File: src/sv/hmc_pkg.sv
`default_nettype none
package hmc_pkg;

  localparam int unsigned TICKS_PER_SECOND = 1000;
  localparam int unsigned TICK_W = 16;
  localparam int unsigned NUM_WORDS = 5;
  localparam int unsigned WRAP_LIMIT = 60;

  localparam logic [31:0] HOUR_LIMIT_RST = 32'd99999;
  localparam logic [31:0] CYCLE_LIMIT_RST = 32'd99999999;
  localparam logic [7:0] SAVE_STEP_RST = 8'd10;

  localparam int unsigned W_HOUR_HI = 0;
  localparam int unsigned W_HOUR_LO = 1;
  localparam int unsigned W_MIN_SEC = 2;
  localparam int unsigned W_CYC_HI = 3;
  localparam int unsigned W_CYC_LO = 4;

  typedef enum logic [1:0] {
    MODE_TICK    = 2'd0,
    MODE_POLL    = 2'd1,
    MODE_POWER   = 2'd2,
    MODE_RESTORE = 2'd3
  } mode_t;

  typedef enum logic [1:0] {
    STATUS_OK       = 2'd0,
    STATUS_LOW      = 2'd1,
    STATUS_HOURS    = 2'd2,
    STATUS_CYCLES   = 2'd3
  } status_t;

  typedef enum logic [1:0] {
    REG_HOUR_LIMIT  = 2'd0,
    REG_CYCLE_LIMIT = 2'd1,
    REG_SAVE_STEP   = 2'd2,
    REG_NONE        = 2'd3
  } reg_idx_t;

  typedef struct packed {
    logic [31:0] hour_limit;
    logic [31:0] cycle_limit;
    logic [7:0]  save_step;
  } cfg_t;

  typedef struct packed {
    mode_t       mode;
    logic        run_level;
    logic        reset_level;
    logic        cycle_level;
    logic        power_low;
    logic [31:0] load_hours;
    logic [7:0]  load_minutes;
    logic [7:0]  load_seconds;
    logic [31:0] load_cycles;
  } in_item_t;

  typedef struct packed {
    logic [31:0]          hours;
    logic [7:0]           minutes;
    logic [7:0]           seconds;
    logic [31:0]          cycles;
    status_t              status;
    logic [NUM_WORDS-1:0] write_mask;
    logic                 low_energy;
  } out_item_t;

endpackage
`default_nettype wire

File: src/sv/hmc_if.sv
`default_nettype none
interface hmc_in_if;
  logic        valid;
  logic        ready;
  logic [1:0]  mode;
  logic        run_level;
  logic        reset_level;
  logic        cycle_level;
  logic        power_low;
  logic [31:0] load_hours;
  logic [7:0]  load_minutes;
  logic [7:0]  load_seconds;
  logic [31:0] load_cycles;

  modport source (
    output valid, mode, run_level, reset_level, cycle_level, power_low,
           load_hours, load_minutes, load_seconds, load_cycles,
    input  ready
  );
  modport sink (
    input  valid, mode, run_level, reset_level, cycle_level, power_low,
           load_hours, load_minutes, load_seconds, load_cycles,
    output ready
  );
endinterface

interface hmc_out_if;
  logic        valid;
  logic        ready;
  logic [31:0] hours;
  logic [7:0]  minutes;
  logic [7:0]  seconds;
  logic [31:0] cycles;
  logic [1:0]  status;
  logic [4:0]  write_mask;
  logic        low_energy;

  modport source (
    output valid, hours, minutes, seconds, cycles, status, write_mask, low_energy,
    input  ready
  );
  modport sink (
    input  valid, hours, minutes, seconds, cycles, status, write_mask, low_energy,
    output ready
  );
endinterface
`default_nettype wire

File: src/sv/hmc_cfg.sv
`default_nettype none
module hmc_cfg
  import hmc_pkg::*;
(
  input  wire logic        clk,
  input  wire logic        rst_n,
  input  wire logic        cfg_psel,
  input  wire logic        cfg_penable,
  input  wire logic        cfg_pwrite,
  input  wire logic [3:0]  cfg_paddr,
  input  wire logic [31:0] cfg_pwdata,
  output logic [31:0]      cfg_prdata,
  output logic             cfg_pready,
  output cfg_t             cfg
);

  cfg_t     cfg_r;
  reg_idx_t idx;
  logic     wr_en;

  assign idx = reg_idx_t'(cfg_paddr[3:2]);
  assign wr_en = cfg_psel && cfg_penable && cfg_pwrite;
  assign cfg_pready = 1'b1;
  assign cfg = cfg_r;

  always_ff @(posedge clk) begin
    if (!rst_n) begin
      cfg_r.hour_limit <= HOUR_LIMIT_RST;
      cfg_r.cycle_limit <= CYCLE_LIMIT_RST;
      cfg_r.save_step <= SAVE_STEP_RST;
    end else if (wr_en) begin
      case (idx)
        REG_HOUR_LIMIT:  cfg_r.hour_limit <= cfg_pwdata;
        REG_CYCLE_LIMIT: cfg_r.cycle_limit <= cfg_pwdata;
        REG_SAVE_STEP:   cfg_r.save_step <= cfg_pwdata[7:0];
        default: begin
        end
      endcase
    end
  end

  always_comb begin
    case (idx)
      REG_HOUR_LIMIT:  cfg_prdata = cfg_r.hour_limit;
      REG_CYCLE_LIMIT: cfg_prdata = cfg_r.cycle_limit;
      REG_SAVE_STEP:   cfg_prdata = {24'd0, cfg_r.save_step};
      default:         cfg_prdata = 32'd0;
    endcase
  end

endmodule
`default_nettype wire

File: src/sv/hmc_core.sv
`default_nettype none
module hmc_core
  import hmc_pkg::*;
(
  input  wire logic     clk,
  input  wire logic     rst_n,
  input  wire logic     fire,
  input  wire in_item_t item,
  input  wire cfg_t     cfg,
  output out_item_t     res
);

  logic [TICK_W-1:0] tick_r, tick_nxt;
  logic [7:0]        sec_r, sec_nxt;
  logic [7:0]        min_r, min_nxt;
  logic [31:0]       hour_r, hour_nxt;
  logic [31:0]       cyc_r, cyc_nxt;
  logic              rst_seen_r, rst_seen_nxt;
  logic              cyc_seen_r, cyc_seen_nxt;
  logic              low_r, low_nxt;
  logic [15:0]       saved_r [NUM_WORDS];
  logic [15:0]       saved_nxt [NUM_WORDS];
  logic [NUM_WORDS-1:0] mask;

  logic [TICK_W-1:0] tick_inc;
  logic [7:0]        sec_inc, min_inc;
  logic [31:0]       cyc_base;
  logic [15:0]       words [NUM_WORDS];
  logic [7:0]        sec_diff;
  logic [NUM_WORDS-1:0] save;
  status_t           status;

  assign tick_inc = tick_r + TICK_W'(1);
  assign sec_inc = sec_r + 8'd1;
  assign min_inc = min_r + 8'd1;

  assign words[W_HOUR_HI] = hour_r[31:16];
  assign words[W_HOUR_LO] = hour_r[15:0];
  assign words[W_MIN_SEC] = {min_r, sec_r};
  assign words[W_CYC_HI] = cyc_r[31:16];
  assign words[W_CYC_LO] = cyc_r[15:0];
  assign sec_diff = sec_r - saved_r[W_MIN_SEC][7:0];

  always_comb begin
    save = '0;
    for (int i = 0; i < NUM_WORDS; i++) begin
      save[i] = saved_r[i] != words[i];
    end
    save[W_MIN_SEC] = (saved_r[W_MIN_SEC][15:8] != min_r) || (sec_diff >= cfg.save_step);
  end

  always_comb begin
    tick_nxt = tick_r;
    sec_nxt = sec_r;
    min_nxt = min_r;
    hour_nxt = hour_r;
    cyc_nxt = cyc_r;
    rst_seen_nxt = rst_seen_r;
    cyc_seen_nxt = cyc_seen_r;
    low_nxt = low_r;
    saved_nxt = saved_r;
    mask = '0;
    cyc_base = cyc_r;
    case (item.mode)
      MODE_TICK: begin
        if (item.run_level) begin
          if (32'(tick_inc) < TICKS_PER_SECOND) begin
            tick_nxt = tick_inc;
          end else begin
            tick_nxt = '0;
            if (32'(sec_inc) < WRAP_LIMIT) begin
              sec_nxt = sec_inc;
            end else begin
              sec_nxt = '0;
              if (32'(min_inc) < WRAP_LIMIT) begin
                min_nxt = min_inc;
              end else begin
                min_nxt = '0;
                hour_nxt = hour_r + 32'd1;
              end
            end
          end
        end
      end
      MODE_POLL: begin
        if (item.reset_level && !rst_seen_r) begin
          rst_seen_nxt = 1'b1;
          hour_nxt = '0;
          min_nxt = '0;
          sec_nxt = '0;
          tick_nxt = '0;
          cyc_base = '0;
        end else if (!item.reset_level) begin
          rst_seen_nxt = 1'b0;
        end
        cyc_nxt = cyc_base;
        if (item.cycle_level && !cyc_seen_r) begin
          cyc_seen_nxt = 1'b1;
          cyc_nxt = cyc_base + 32'd1;
        end else if (!item.cycle_level) begin
          cyc_seen_nxt = 1'b0;
        end
      end
      MODE_POWER: begin
        if (low_r) begin
          low_nxt = 1'b0;
        end else begin
          low_nxt = 1'b1;
          mask = save;
          for (int i = 0; i < NUM_WORDS; i++) begin
            if (save[i]) begin
              saved_nxt[i] = words[i];
            end
          end
        end
      end
      default: begin
        low_nxt = item.power_low;
        saved_nxt[W_HOUR_HI] = item.load_hours[31:16];
        saved_nxt[W_HOUR_LO] = item.load_hours[15:0];
        saved_nxt[W_MIN_SEC] = {item.load_minutes, item.load_seconds};
        saved_nxt[W_CYC_HI] = item.load_cycles[31:16];
        saved_nxt[W_CYC_LO] = item.load_cycles[15:0];
        hour_nxt = item.load_hours;
        min_nxt = item.load_minutes;
        sec_nxt = item.load_seconds;
        cyc_nxt = item.load_cycles;
        tick_nxt = '0;
        rst_seen_nxt = 1'b0;
        cyc_seen_nxt = 1'b0;
      end
    endcase
  end

  always_comb begin
    if (low_nxt) begin
      status = STATUS_LOW;
    end else if (hour_nxt > cfg.hour_limit) begin
      status = STATUS_HOURS;
    end else if (cyc_nxt > cfg.cycle_limit) begin
      status = STATUS_CYCLES;
    end else begin
      status = STATUS_OK;
    end
    res.hours = hour_nxt;
    res.minutes = min_nxt;
    res.seconds = sec_nxt;
    res.cycles = cyc_nxt;
    res.status = status;
    res.write_mask = mask;
    res.low_energy = low_nxt;
  end

  always_ff @(posedge clk) begin
    if (!rst_n) begin
      tick_r <= '0;
      sec_r <= '0;
      min_r <= '0;
      hour_r <= '0;
      cyc_r <= '0;
      rst_seen_r <= 1'b0;
      cyc_seen_r <= 1'b0;
      low_r <= 1'b0;
      for (int i = 0; i < NUM_WORDS; i++) begin
        saved_r[i] <= '0;
      end
    end else if (fire) begin
      tick_r <= tick_nxt;
      sec_r <= sec_nxt;
      min_r <= min_nxt;
      hour_r <= hour_nxt;
      cyc_r <= cyc_nxt;
      rst_seen_r <= rst_seen_nxt;
      cyc_seen_r <= cyc_seen_nxt;
      low_r <= low_nxt;
      saved_r <= saved_nxt;
    end
  end

endmodule
`default_nettype wire

File: src/sv/hour_meter_with_cycle_count.sv
// Hour meter with cycle count. Items arrive on in_chan and each one gives exactly one result on
// out_chan. The block takes one item per clock cycle while in_chan.ready is high; an item is
// captured in an input register, the counter update runs on it once the result register is
// free and lands in the result register, from which out_chan presents it. in_chan.ready drops
// only while both registers are full and the result is not taken. Configuration registers sit
// at byte addresses 0 (hour limit), 4 (cycle limit) and 8 (seconds save step), written through
// the APB-style cfg_ port with no wait states.
`default_nettype none
module hour_meter_with_cycle_count
  import hmc_pkg::*;
(
  input  wire logic        clk,
  input  wire logic        rst_n,
  hmc_in_if.sink           in_chan,
  hmc_out_if.source        out_chan,
  input  wire logic        cfg_psel,
  input  wire logic        cfg_penable,
  input  wire logic        cfg_pwrite,
  input  wire logic [3:0]  cfg_paddr,
  input  wire logic [31:0] cfg_pwdata,
  output logic [31:0]      cfg_prdata,
  output logic             cfg_pready
);

  cfg_t      cfg;
  in_item_t  item_r;
  logic      item_v_r;
  out_item_t res;
  out_item_t out_r;
  logic      out_v_r;
  logic      out_free;
  logic      fire;

  assign out_free = !out_v_r || out_chan.ready;
  assign fire = item_v_r && out_free;
  assign in_chan.ready = !item_v_r || out_free;

  hmc_cfg u_cfg (
    .clk         (clk),
    .rst_n       (rst_n),
    .cfg_psel    (cfg_psel),
    .cfg_penable (cfg_penable),
    .cfg_pwrite  (cfg_pwrite),
    .cfg_paddr   (cfg_paddr),
    .cfg_pwdata  (cfg_pwdata),
    .cfg_prdata  (cfg_prdata),
    .cfg_pready  (cfg_pready),
    .cfg         (cfg)
  );

  hmc_core u_core (
    .clk   (clk),
    .rst_n (rst_n),
    .fire  (fire),
    .item  (item_r),
    .cfg   (cfg),
    .res   (res)
  );

  always_ff @(posedge clk) begin
    if (!rst_n) begin
      item_v_r <= 1'b0;
    end else if (in_chan.ready) begin
      item_v_r <= in_chan.valid;
    end
  end

  always_ff @(posedge clk) begin
    if (in_chan.ready && in_chan.valid) begin
      item_r.mode <= mode_t'(in_chan.mode);
      item_r.run_level <= in_chan.run_level;
      item_r.reset_level <= in_chan.reset_level;
      item_r.cycle_level <= in_chan.cycle_level;
      item_r.power_low <= in_chan.power_low;
      item_r.load_hours <= in_chan.load_hours;
      item_r.load_minutes <= in_chan.load_minutes;
      item_r.load_seconds <= in_chan.load_seconds;
      item_r.load_cycles <= in_chan.load_cycles;
    end
  end

  always_ff @(posedge clk) begin
    if (!rst_n) begin
      out_v_r <= 1'b0;
    end else if (out_free) begin
      out_v_r <= item_v_r;
    end
  end

  always_ff @(posedge clk) begin
    if (fire) begin
      out_r <= res;
    end
  end

  assign out_chan.valid = out_v_r;
  assign out_chan.hours = out_r.hours;
  assign out_chan.minutes = out_r.minutes;
  assign out_chan.seconds = out_r.seconds;
  assign out_chan.cycles = out_r.cycles;
  assign out_chan.status = out_r.status;
  assign out_chan.write_mask = out_r.write_mask;
  assign out_chan.low_energy = out_r.low_energy;

endmodule
`default_nettype wire

File: src/flat_wrapper.sv
// flat-port wrapper written by rule: the top's interface ports become plain ports
module hour_meter_with_cycle_count_flat import hmc_pkg::*;
  (clk, rst_n, cfg_psel, cfg_penable, cfg_pwrite, cfg_paddr, cfg_pwdata, cfg_prdata, cfg_pready, in_chan_valid, in_chan_mode, in_chan_run_level, in_chan_reset_level, in_chan_cycle_level, in_chan_power_low, in_chan_load_hours, in_chan_load_minutes, in_chan_load_seconds, in_chan_load_cycles, in_chan_ready, out_chan_valid, out_chan_hours, out_chan_minutes, out_chan_seconds, out_chan_cycles, out_chan_status, out_chan_write_mask, out_chan_low_energy, out_chan_ready);
  hmc_in_if in_chan_i ();
  hmc_out_if out_chan_i ();
  input  wire logic clk;
  input  wire logic rst_n;
  input  wire logic cfg_psel;
  input  wire logic cfg_penable;
  input  wire logic cfg_pwrite;
  input  wire logic [3:0] cfg_paddr;
  input  wire logic [31:0] cfg_pwdata;
  output logic [31:0] cfg_prdata;
  output logic cfg_pready;
  input wire logic [$bits(in_chan_i.valid)-1:0] in_chan_valid;
  input wire logic [$bits(in_chan_i.mode)-1:0] in_chan_mode;
  input wire logic [$bits(in_chan_i.run_level)-1:0] in_chan_run_level;
  input wire logic [$bits(in_chan_i.reset_level)-1:0] in_chan_reset_level;
  input wire logic [$bits(in_chan_i.cycle_level)-1:0] in_chan_cycle_level;
  input wire logic [$bits(in_chan_i.power_low)-1:0] in_chan_power_low;
  input wire logic [$bits(in_chan_i.load_hours)-1:0] in_chan_load_hours;
  input wire logic [$bits(in_chan_i.load_minutes)-1:0] in_chan_load_minutes;
  input wire logic [$bits(in_chan_i.load_seconds)-1:0] in_chan_load_seconds;
  input wire logic [$bits(in_chan_i.load_cycles)-1:0] in_chan_load_cycles;
  output wire logic [$bits(in_chan_i.ready)-1:0] in_chan_ready;
  output wire logic [$bits(out_chan_i.valid)-1:0] out_chan_valid;
  output wire logic [$bits(out_chan_i.hours)-1:0] out_chan_hours;
  output wire logic [$bits(out_chan_i.minutes)-1:0] out_chan_minutes;
  output wire logic [$bits(out_chan_i.seconds)-1:0] out_chan_seconds;
  output wire logic [$bits(out_chan_i.cycles)-1:0] out_chan_cycles;
  output wire logic [$bits(out_chan_i.status)-1:0] out_chan_status;
  output wire logic [$bits(out_chan_i.write_mask)-1:0] out_chan_write_mask;
  output wire logic [$bits(out_chan_i.low_energy)-1:0] out_chan_low_energy;
  input wire logic [$bits(out_chan_i.ready)-1:0] out_chan_ready;
  assign in_chan_i.valid = in_chan_valid;
  assign in_chan_i.mode = in_chan_mode;
  assign in_chan_i.run_level = in_chan_run_level;
  assign in_chan_i.reset_level = in_chan_reset_level;
  assign in_chan_i.cycle_level = in_chan_cycle_level;
  assign in_chan_i.power_low = in_chan_power_low;
  assign in_chan_i.load_hours = in_chan_load_hours;
  assign in_chan_i.load_minutes = in_chan_load_minutes;
  assign in_chan_i.load_seconds = in_chan_load_seconds;
  assign in_chan_i.load_cycles = in_chan_load_cycles;
  assign in_chan_ready = in_chan_i.ready;
  assign out_chan_valid = out_chan_i.valid;
  assign out_chan_hours = out_chan_i.hours;
  assign out_chan_minutes = out_chan_i.minutes;
  assign out_chan_seconds = out_chan_i.seconds;
  assign out_chan_cycles = out_chan_i.cycles;
  assign out_chan_status = out_chan_i.status;
  assign out_chan_write_mask = out_chan_i.write_mask;
  assign out_chan_low_energy = out_chan_i.low_energy;
  assign out_chan_i.ready = out_chan_ready;
  hour_meter_with_cycle_count u_core (.clk(clk), .rst_n(rst_n), .in_chan(in_chan_i), .out_chan(out_chan_i), .cfg_psel(cfg_psel), .cfg_penable(cfg_penable), .cfg_pwrite(cfg_pwrite), .cfg_paddr(cfg_paddr), .cfg_pwdata(cfg_pwdata), .cfg_prdata(cfg_prdata), .cfg_pready(cfg_pready));
endmodule
File: config.mk
export PLATFORM = sky130hd
export DESIGN_NAME = hour_meter_with_cycle_count_flat
export DESIGN_NICKNAME = d
export VERILOG_FILES = /design/src/sv/hmc_pkg.sv /design/src/sv/hmc_if.sv /design/src/sv/hmc_cfg.sv /design/src/sv/hmc_core.sv /design/src/sv/hour_meter_with_cycle_count.sv /design/src/flat_wrapper.sv
export SDC_FILE = /design/constraint.sdc
export NUM_CORES = 1
export LEC_CHECK = 0
export BUFFER_PORTS_ARGS = -buffer_cell sky130_fd_sc_hd__buf_2
export CORE_MARGIN = 2
export CORE_UTILIZATION = 55
export CTS_CLUSTER_SIZE = 8
export DETAILED_ROUTE_END_ITERATION = 6
export PLACE_DENSITY = 0.76
export SLEW_MARGIN = 20
export SYNTH_ARGS = -nofsm -noshare
export SYNTH_HDL_FRONTEND = slang
export SYNTH_SLANG_ARGS = --single-unit
File: constraint.sdc
create_clock -name clk -period 6.1 [get_ports clk]
set_input_delay 0.305 -clock clk [delete_from_list [all_inputs] [get_ports clk]]
set_output_delay 0.305 -clock clk [all_outputs]
set_load 0.005 [all_outputs]
==> results of run 1 <==
## registers in the layout, summed over array words and instances, names as in the netlist, 2 cells and up
name                        count
u_core.item_r                  86
u_core.out_chan.cycles         32
u_core.out_chan.hours          32
u_core.out_chan.minutes         8
u_core.out_chan.seconds         8
u_core.out_chan.status          2
u_core.out_chan.write_mask      5
u_core.u_cfg.cfg               72
u_core.u_core.cyc_r            32
u_core.u_core.hour_r           32
u_core.u_core.min_r             8
u_core.u_core.saved_r          80
u_core.u_core.sec_r             8
u_core.u_core.tick_r           16
## cell usage in the layout, fill, tap and decap left out, types with 42 or more instances in the layout
cell type,synthesis,layout
nand2_1,329,328
dfxtp_1,253,253
buf_2,7,248
nor2_1,227,220
edfxtp_1,174,174
mux2i_1,125,125
a21oi_1,125,125
dlygate4sd3_1,0,119
o21ai_0,118,118
inv_1,97,95
ha_1,84,84
a211oi_1,83,83
xnor2_1,74,74
nand3_1,66,66
clkbuf_16,0,60
nand4_1,47,47
o211ai_1,42,42
## layer usage
metal  vias to the layer above  global-route usage  wire (um)
met3                       218              0.0579       6830
met1                      9827               0.452      29600
li1                       9477                   -          -
met2                      1190               0.528      32900
met4                         0               0.180       3990
met5                         -                   0          0
## synth_stat cells (42+ instances only)
cell,count
nand2_1,329
dfxtp_1,253
nor2_1,227
clkbuf_1,177
edfxtp_1,174
a21oi_1,125
mux2i_1,125
o21ai_0,118
inv_1,97
ha_1,84
a211oi_1,83
xnor2_1,74
nand3_1,66
nand4_1,47
o211ai_1,42
## worst reg2reg max path: stages, from the launching register on
cell and delay [ps]:
dfxtp_1 460, ha_1 440, nand3_1 160, nor4_1 370, or4_1 180, nand3_1 120
a31o_2 420, nor4_1 740, mux2i_1 150, o21ai_0 470, ha_1 230, nand2_1 50
nor3_1 300, nand3_1 220, nor4_2 390, or3_1 160, o32a_1 140, o21ai_0 130
o21a_1 210
## logic make-up (layout without fill, tap and decap cells)
group,Yosys count,count (layout),synth area share
and+or+nand+nor,846,846,0.173
xor gates and xnor gates,86,86,0.0335
other,1,1,0.000167
DFF,427,427,0.458
muxes,133,133,0.0597
AOI/OAI and AO/OA,592,592,0.177
buffers and inverters,298,605,0.0504
adders and majority gates,85,85,0.0477
## per-stage QoR
stage / hold WS (ps) / power, mW / setup slack [ps] / util
after floorplan: 404 / 3.81 / 1470 / -
after global placement: 457 / 4.12 / 664 / 0.591
after detailed placement: 467 / 4.15 / 530 / 0.591
after CTS: 41.2 / 7.23 / 495 / 0.662
after global routing: 70.3 / 7.46 / 94.9 / 0.662
final: 69.2 / 7.23 / 522 / 0.662
## worst paths after layout
path / slack [ps] / cells past startpoint / to
worst max-delay path: 520 / 18 / u_core.out_chan.status[1]
worst min-delay path: 70 / 4 / u_core.item_v_r
worst min register to register: 470 / 2 / u_core.u_cfg.cfg[48]
worst max register to register: 520 / 18 / u_core.out_chan.status[1]
## repair_timing
action,CTS,global route
hold buffers,119,0
endpoints found under the hold margin,159,0
gates resized for setup,0,2
endpoints found under the setup margin,0,2
## area by class of cell
cell class                      instances  area share
Inverter                               97      0.0138
Clock inverter                          3    0.000979
Timing Repair Buffer                  406       0.102
Multi-Input combinational cell       1743       0.414
Clock buffer                           99      0.0614
Sequential cell                       427       0.383
Tap cell                              532      0.0248
## power breakdown
part | leakage, nW | switching [mW] | internal (mW) | total (mW)
clock | 0.799 | 1.24 | 1.81 | 3.05
sequential | 3.75 | 0.128 | 3.12 | 3.25
combinational | 6.34 | 0.551 | 0.381 | 0.933
==> impl_metrics.env, run 1 <==
export IMPL_cts_max_level=2
export IMPL_grt_pass1_vias=19500
export IMPL_crit_slowest_cell="nor4_1"
export IMPL_rsz0062_at_grt="no"
export IMPL_place_hpwl_mm=49.2
export IMPL_ys_ff_latch=427
export IMPL_ys_async_sr_fraction=0
export IMPL_cp_start_kind="register"
export IMPL_fmax_mhz=179
export IMPL_synth_top_area_cell="edfxtp_1"
export IMPL_core_area_um2=40600
export IMPL_ant_nets=0
export IMPL_placed_cell_area_um2=24000
export IMPL_criticalPathCategory="register to register"
export IMPL_vias=20700
export IMPL_run_status="finished, final reports clean"
export IMPL_p_leak_nw=10.9
export IMPL_skew_ps=18.8
export IMPL_area_delta_synth_final_pct=19.5
export IMPL_via_per_inst=6.26
export IMPL_power_density_nw_per_um2=269
export IMPL_drt_total_wl_mm=73.3
export IMPL_synthDistinctLibCells=84
export IMPL_wire_per_inst_um=22.2
export IMPL_register_area_um2=10300
export IMPL_clk_insertion_delay_late_ps=620
export IMPL_diodes=0
export IMPL_worstPathMaxFanout=15
export IMPL_syn_nets=2682
export IMPL_ys_flop_type="dfxtp_1"
export IMPL_slowest_delay_ps=730
export IMPL_synth_edf_count=174
export IMPL_min_path_type="input pin to register"
export IMPL_antenna_found_initial=0
export IMPL_worstMarginPinSlew_ps=1070
export IMPL_yosys_top_cells_area="edfxtp_1 (23%), dfxtp_1 (23%), mux2i_1 (5.6%)"
export IMPL_die_area_um2=42500
export IMPL_port_buffers=248
export IMPL_yosysWarnings=0
export IMPL_initial_core_util=0.554
export IMPL_fin_crit_sh=0.915
export IMPL_cts_tree="done"
export IMPL_layout_cells_non_filler=3307
export IMPL_required_ps=6480
export IMPL_io_pins=252
export IMPL_track_usage=0.339
export IMPL_ir_worst_vdd_v=0.000219
export IMPL_grt_pass1_wl_mm=111
export IMPL_synth_cell_area_um2=22500
export IMPL_cp_cell_sequence="ha_1 -> nand3_1 -> nor4_1 -> or4_1 -> nand3_1 -> a31o_2 -> nor4_1 -> mux2i_1 -> o21ai_0 -> ha_1 -> nand2_1 -> nor3_1 -> nand3_1 -> nor4_2 -> or3_1 -> o32a_1 -> o21ai_0 -> o21a_1"
export IMPL_r2r_start="u_core.u_core.tick_r[0]"
export IMPL_layout_drive_gt1_share=0.145
export IMPL_ys_seq_area_frac=0.458
export IMPL_synth_top_area_frac=0.233
export IMPL_path_common_cell="nand3_1"
export IMPL_multi_input_area_um2=11100
export IMPL_grt_overflow=0
export IMPL_die_x_um=206
export IMPL_clockRootBuffer="clkbuf_16"
export IMPL_synth_cells=2468
export IMPL_cts_buffers=59
export IMPL_crit_buf_inv=0
export IMPL_drc=0
export IMPL_cts_sinks=427
export IMPL_cap_viol_max_count=0
export IMPL_routabilityCongestion=0.978
export IMPL_drtPass1Iterations=6
export IMPL_die_height_um=206
export IMPL_placed_cells=3086
export IMPL_cts_max_path_buffers=3
export IMPL_fin_tns_setup_ps=0
export IMPL_post_cts_buffers=0
export IMPL_syn_area_per_cell_um2=9.10
export IMPL_rows=74
export IMPL_nets=2948
export IMPL_crit_family="simple AND/OR/NAND/NOR gates"
export IMPL_clk_pin_slew_worst_paths_ps=50
export IMPL_hp_start="out_chan_ready"
export IMPL_worstPathArrival_ps=5960
export IMPL_endpoint_kind="register"
export IMPL_slew_viol_final=0
export IMPL_drt_first_iter_violations=2458
export IMPL_worstSetupStartpoint="u_core.u_core.tick_r[0]"
export IMPL_grt_max_degree=150
export IMPL_setup_violations=0
export IMPL_hold_violations=0
export IMPL_period_minus_slack_ps=5580
export IMPL_relSlewSlack=0.289
export IMPL_n_fill_cell=3231
export IMPL_final_area_um2=26800
No activity file was read; power rests on OpenSTA's default activity.
==> run 2: changes to the inputs <==
Settings changed: CORE_UTILIZATION 55 to 59, PLACE_DENSITY 0.76 to 0.8, SKIP_LAST_GASP set to 1.
==> run 2 against run 1 <==
  * Count of clock-buffer cells in the layout up 5
  * The run now ends with DRC left
  * Cell count down 0.60%
  * Utilization up 5.3 points
  * Combinational power down 0.9%
  * Sequential cell count unchanged
  * Global-route usage up 2.3 points
  * Power up 0.48%
  * Final area about the same
  * Largest power group unchanged
  * Die area down 6.6%
  * Clock power up 1%
==> impl_metrics.env, run 2 (synthesized netlist as in run 1, its figures left out) <==
export IMPL_cap_viol_max_count=0
export IMPL_grt_pass1_vias=19700
export IMPL_relSlewSlack=0.258
export IMPL_io_pins=252
export IMPL_via_per_inst=6.35
export IMPL_cts_tree="done"
export IMPL_largest_register_ffs=86
export IMPL_initial_core_util=0.598
export IMPL_required_ps=6490
export IMPL_failed_checks="DRC"
export IMPL_p_leak_nw=10.9
export IMPL_layout_commonest_cell="nand2_1"
export IMPL_hold_path_end="u_core.u_core.saved_r[2]"
export IMPL_routabilityCongestion=0.975
export IMPL_final_cell_mix="nand2_1 (328), dfxtp_1 (253), buf_2 (248), nor2_1 (221), edfxtp_1 (174)"
export IMPL_endpoint_kind="register"
export IMPL_grt_max_degree=100
export IMPL_ant_nets=0
export IMPL_clk_pin_slew_worst_paths_ps=50
export IMPL_drt_first_iter_violations=2464
export IMPL_hold_violations=0
export IMPL_criticalPathCategory="register to register"
export IMPL_cts_max_path_buffers=3
export IMPL_cts_buffers=59
export IMPL_track_usage=0.363
export IMPL_period_minus_slack_ps=5710
export IMPL_area_delta_synth_final_pct=19.5
export IMPL_largest_register="u_core.item_r"
export IMPL_worstPathArrival_ps=6090
export IMPL_drtPass1Iterations=7
export IMPL_holdPathStages=2
export IMPL_power_density_nw_per_um2=271
export IMPL_run_status="finished, violations left"
export IMPL_min_path_type="input pin to register"
export IMPL_ff2ff_path_depth=18
export IMPL_rows=71
export IMPL_die_x_um=199
export IMPL_fmax_mhz=175
export IMPL_clockRootBuffer="clkbuf_16"
export IMPL_clk_insertion_delay_late_ps=630
export IMPL_grt_pass1_wl_mm=110
export IMPL_die_area_um2=39700
export IMPL_cts_sinks=427
export IMPL_worstReg2RegEnd="u_core.out_chan.status[1]"
export IMPL_fin_tns_setup_ps=0
export IMPL_worstMarginPinSlew_ps=1110
export IMPL_drt_total_wl_mm=73.1
export IMPL_port_buffers=248
export IMPL_cp_start_kind="register"
export IMPL_core_area_um2=37600
export IMPL_rrSetupSlack_ps=390
export IMPL_grt_overflow=0
export IMPL_worstPathMaxFanout=15
export IMPL_die_height_um=199
export IMPL_setup_violations=0
export IMPL_layout_drive_gt1_share=0.143
export IMPL_drc=7
export IMPL_cts_max_level=2
export IMPL_nets=2945
export IMPL_antenna_found_initial=2
export IMPL_vias=20900
export IMPL_skew_ps=21.6
export IMPL_diodes=0
export IMPL_wire_per_inst_um=22.2
export IMPL_slew_viol_final=0
export IMPL_r2r_start="u_core.u_core.tick_r[0]"
export IMPL_layout_cells_non_filler=3287
export IMPL_place_hpwl_mm=48.2
export IMPL_fin_crit_sh=0.935
export IMPL_hp_start="rst_n"
export IMPL_placed_cells=3061
export IMPL_ir_worst_vdd_v=0.000219
export IMPL_rsz0062_at_grt="no"
## run 2: per-layer routing
metal  up-vias  part of all wire  GRT usage  routed length, um
met2      1302              0.45      0.570              32800
met4         2             0.050      0.181               3680
met1      9883              0.40      0.484              28900
met5         -           0.00018          0                 13
met3       235              0.11     0.0630               7720
li1       9455                 -          -                  -
## run 2: worst max-delay path, cell delays in order (launching register included)
cell       delay (ps)
dfxtp_1           480
ha_1              420
nand4_1           270
xnor2_1           210
o2111ai_1         120
a21o_1            220
a31o_2            420
nor4_1            740
mux2i_1           250
o21ai_0           210
ha_1              390
nand2_1            60
nor3_1            260
nand3_1           240
nor4_2            470
or3_1             180
o32a_1            170
o21ai_0           130
o21a_1            210
## run 2: area by class of cell
| type | instances | area [um^2] |
|---|---|---|
| Fill cell | 2789 | 10700 |
| Clock inverter | 2 | 25.0 |
| Sequential cell | 427 | 10300 |
| Multi-Input combinational cell | 1743 | 11100 |
| Inverter | 97 | 372 |
| Tap cell | 511 | 639 |
| Clock buffer | 104 | 1690 |
| Timing Repair Buffer | 403 | 2720 |
## run 2: per-stage QoR
| stage | utilization | instance area [um^2] | setup slack [ps] | power, mW | hold WS, ps |
|---|---|---|---|---|---|
| global route | 0.714 | 26800 | 27.8 | 7.48 | 118 |
| detailed placement | 0.636 | 23900 | 323 | 4.13 | 466 |
| floorplan | - | 22500 | 1470 | 3.81 | 404 |
| global placement | 0.636 | 23900 | 533 | 4.10 | 457 |
| CTS | 0.714 | 26800 | 314 | 7.24 | 85.8 |
| finish | 0.714 | 26800 | 395 | 7.27 | 107 |
## run 2: power by group
group          internal (mW)  switching [mW]  leakage (nW)
Clock                   1.84            1.25         0.814
Sequential              3.12           0.130          3.75
Combinational          0.381           0.544          6.35
## run 2: repair_timing
item | 4_1_cts | 5_1_grt
gates resized for setup | 0 | 2
endpoints found under the hold margin | 159 | 0
setup buffers | 0 | 0
hold buffers | 120 | 0
endpoints found under the setup margin | 0 | 2
## run 2: worst max path at each step
stage,startpoint,end,slack (ps),cells after the start
after CTS,u_core.u_core.tick_r[0],u_core.out_chan.status[1],310,19
final,u_core.u_core.tick_r[0],u_core.out_chan.status[1],390,18
after floorplan,u_core.u_core.sec_r[1],u_core.out_chan.status[1],1470,20
after detailed placement,u_core.u_core.tick_r[0],u_core.out_chan.status[1],320,19
after global routing,u_core.u_core.tick_r[0],u_core.out_chan.status[1],30,18
after global placement,u_core.u_core.tick_r[0],u_core.out_chan.status[1],530,19
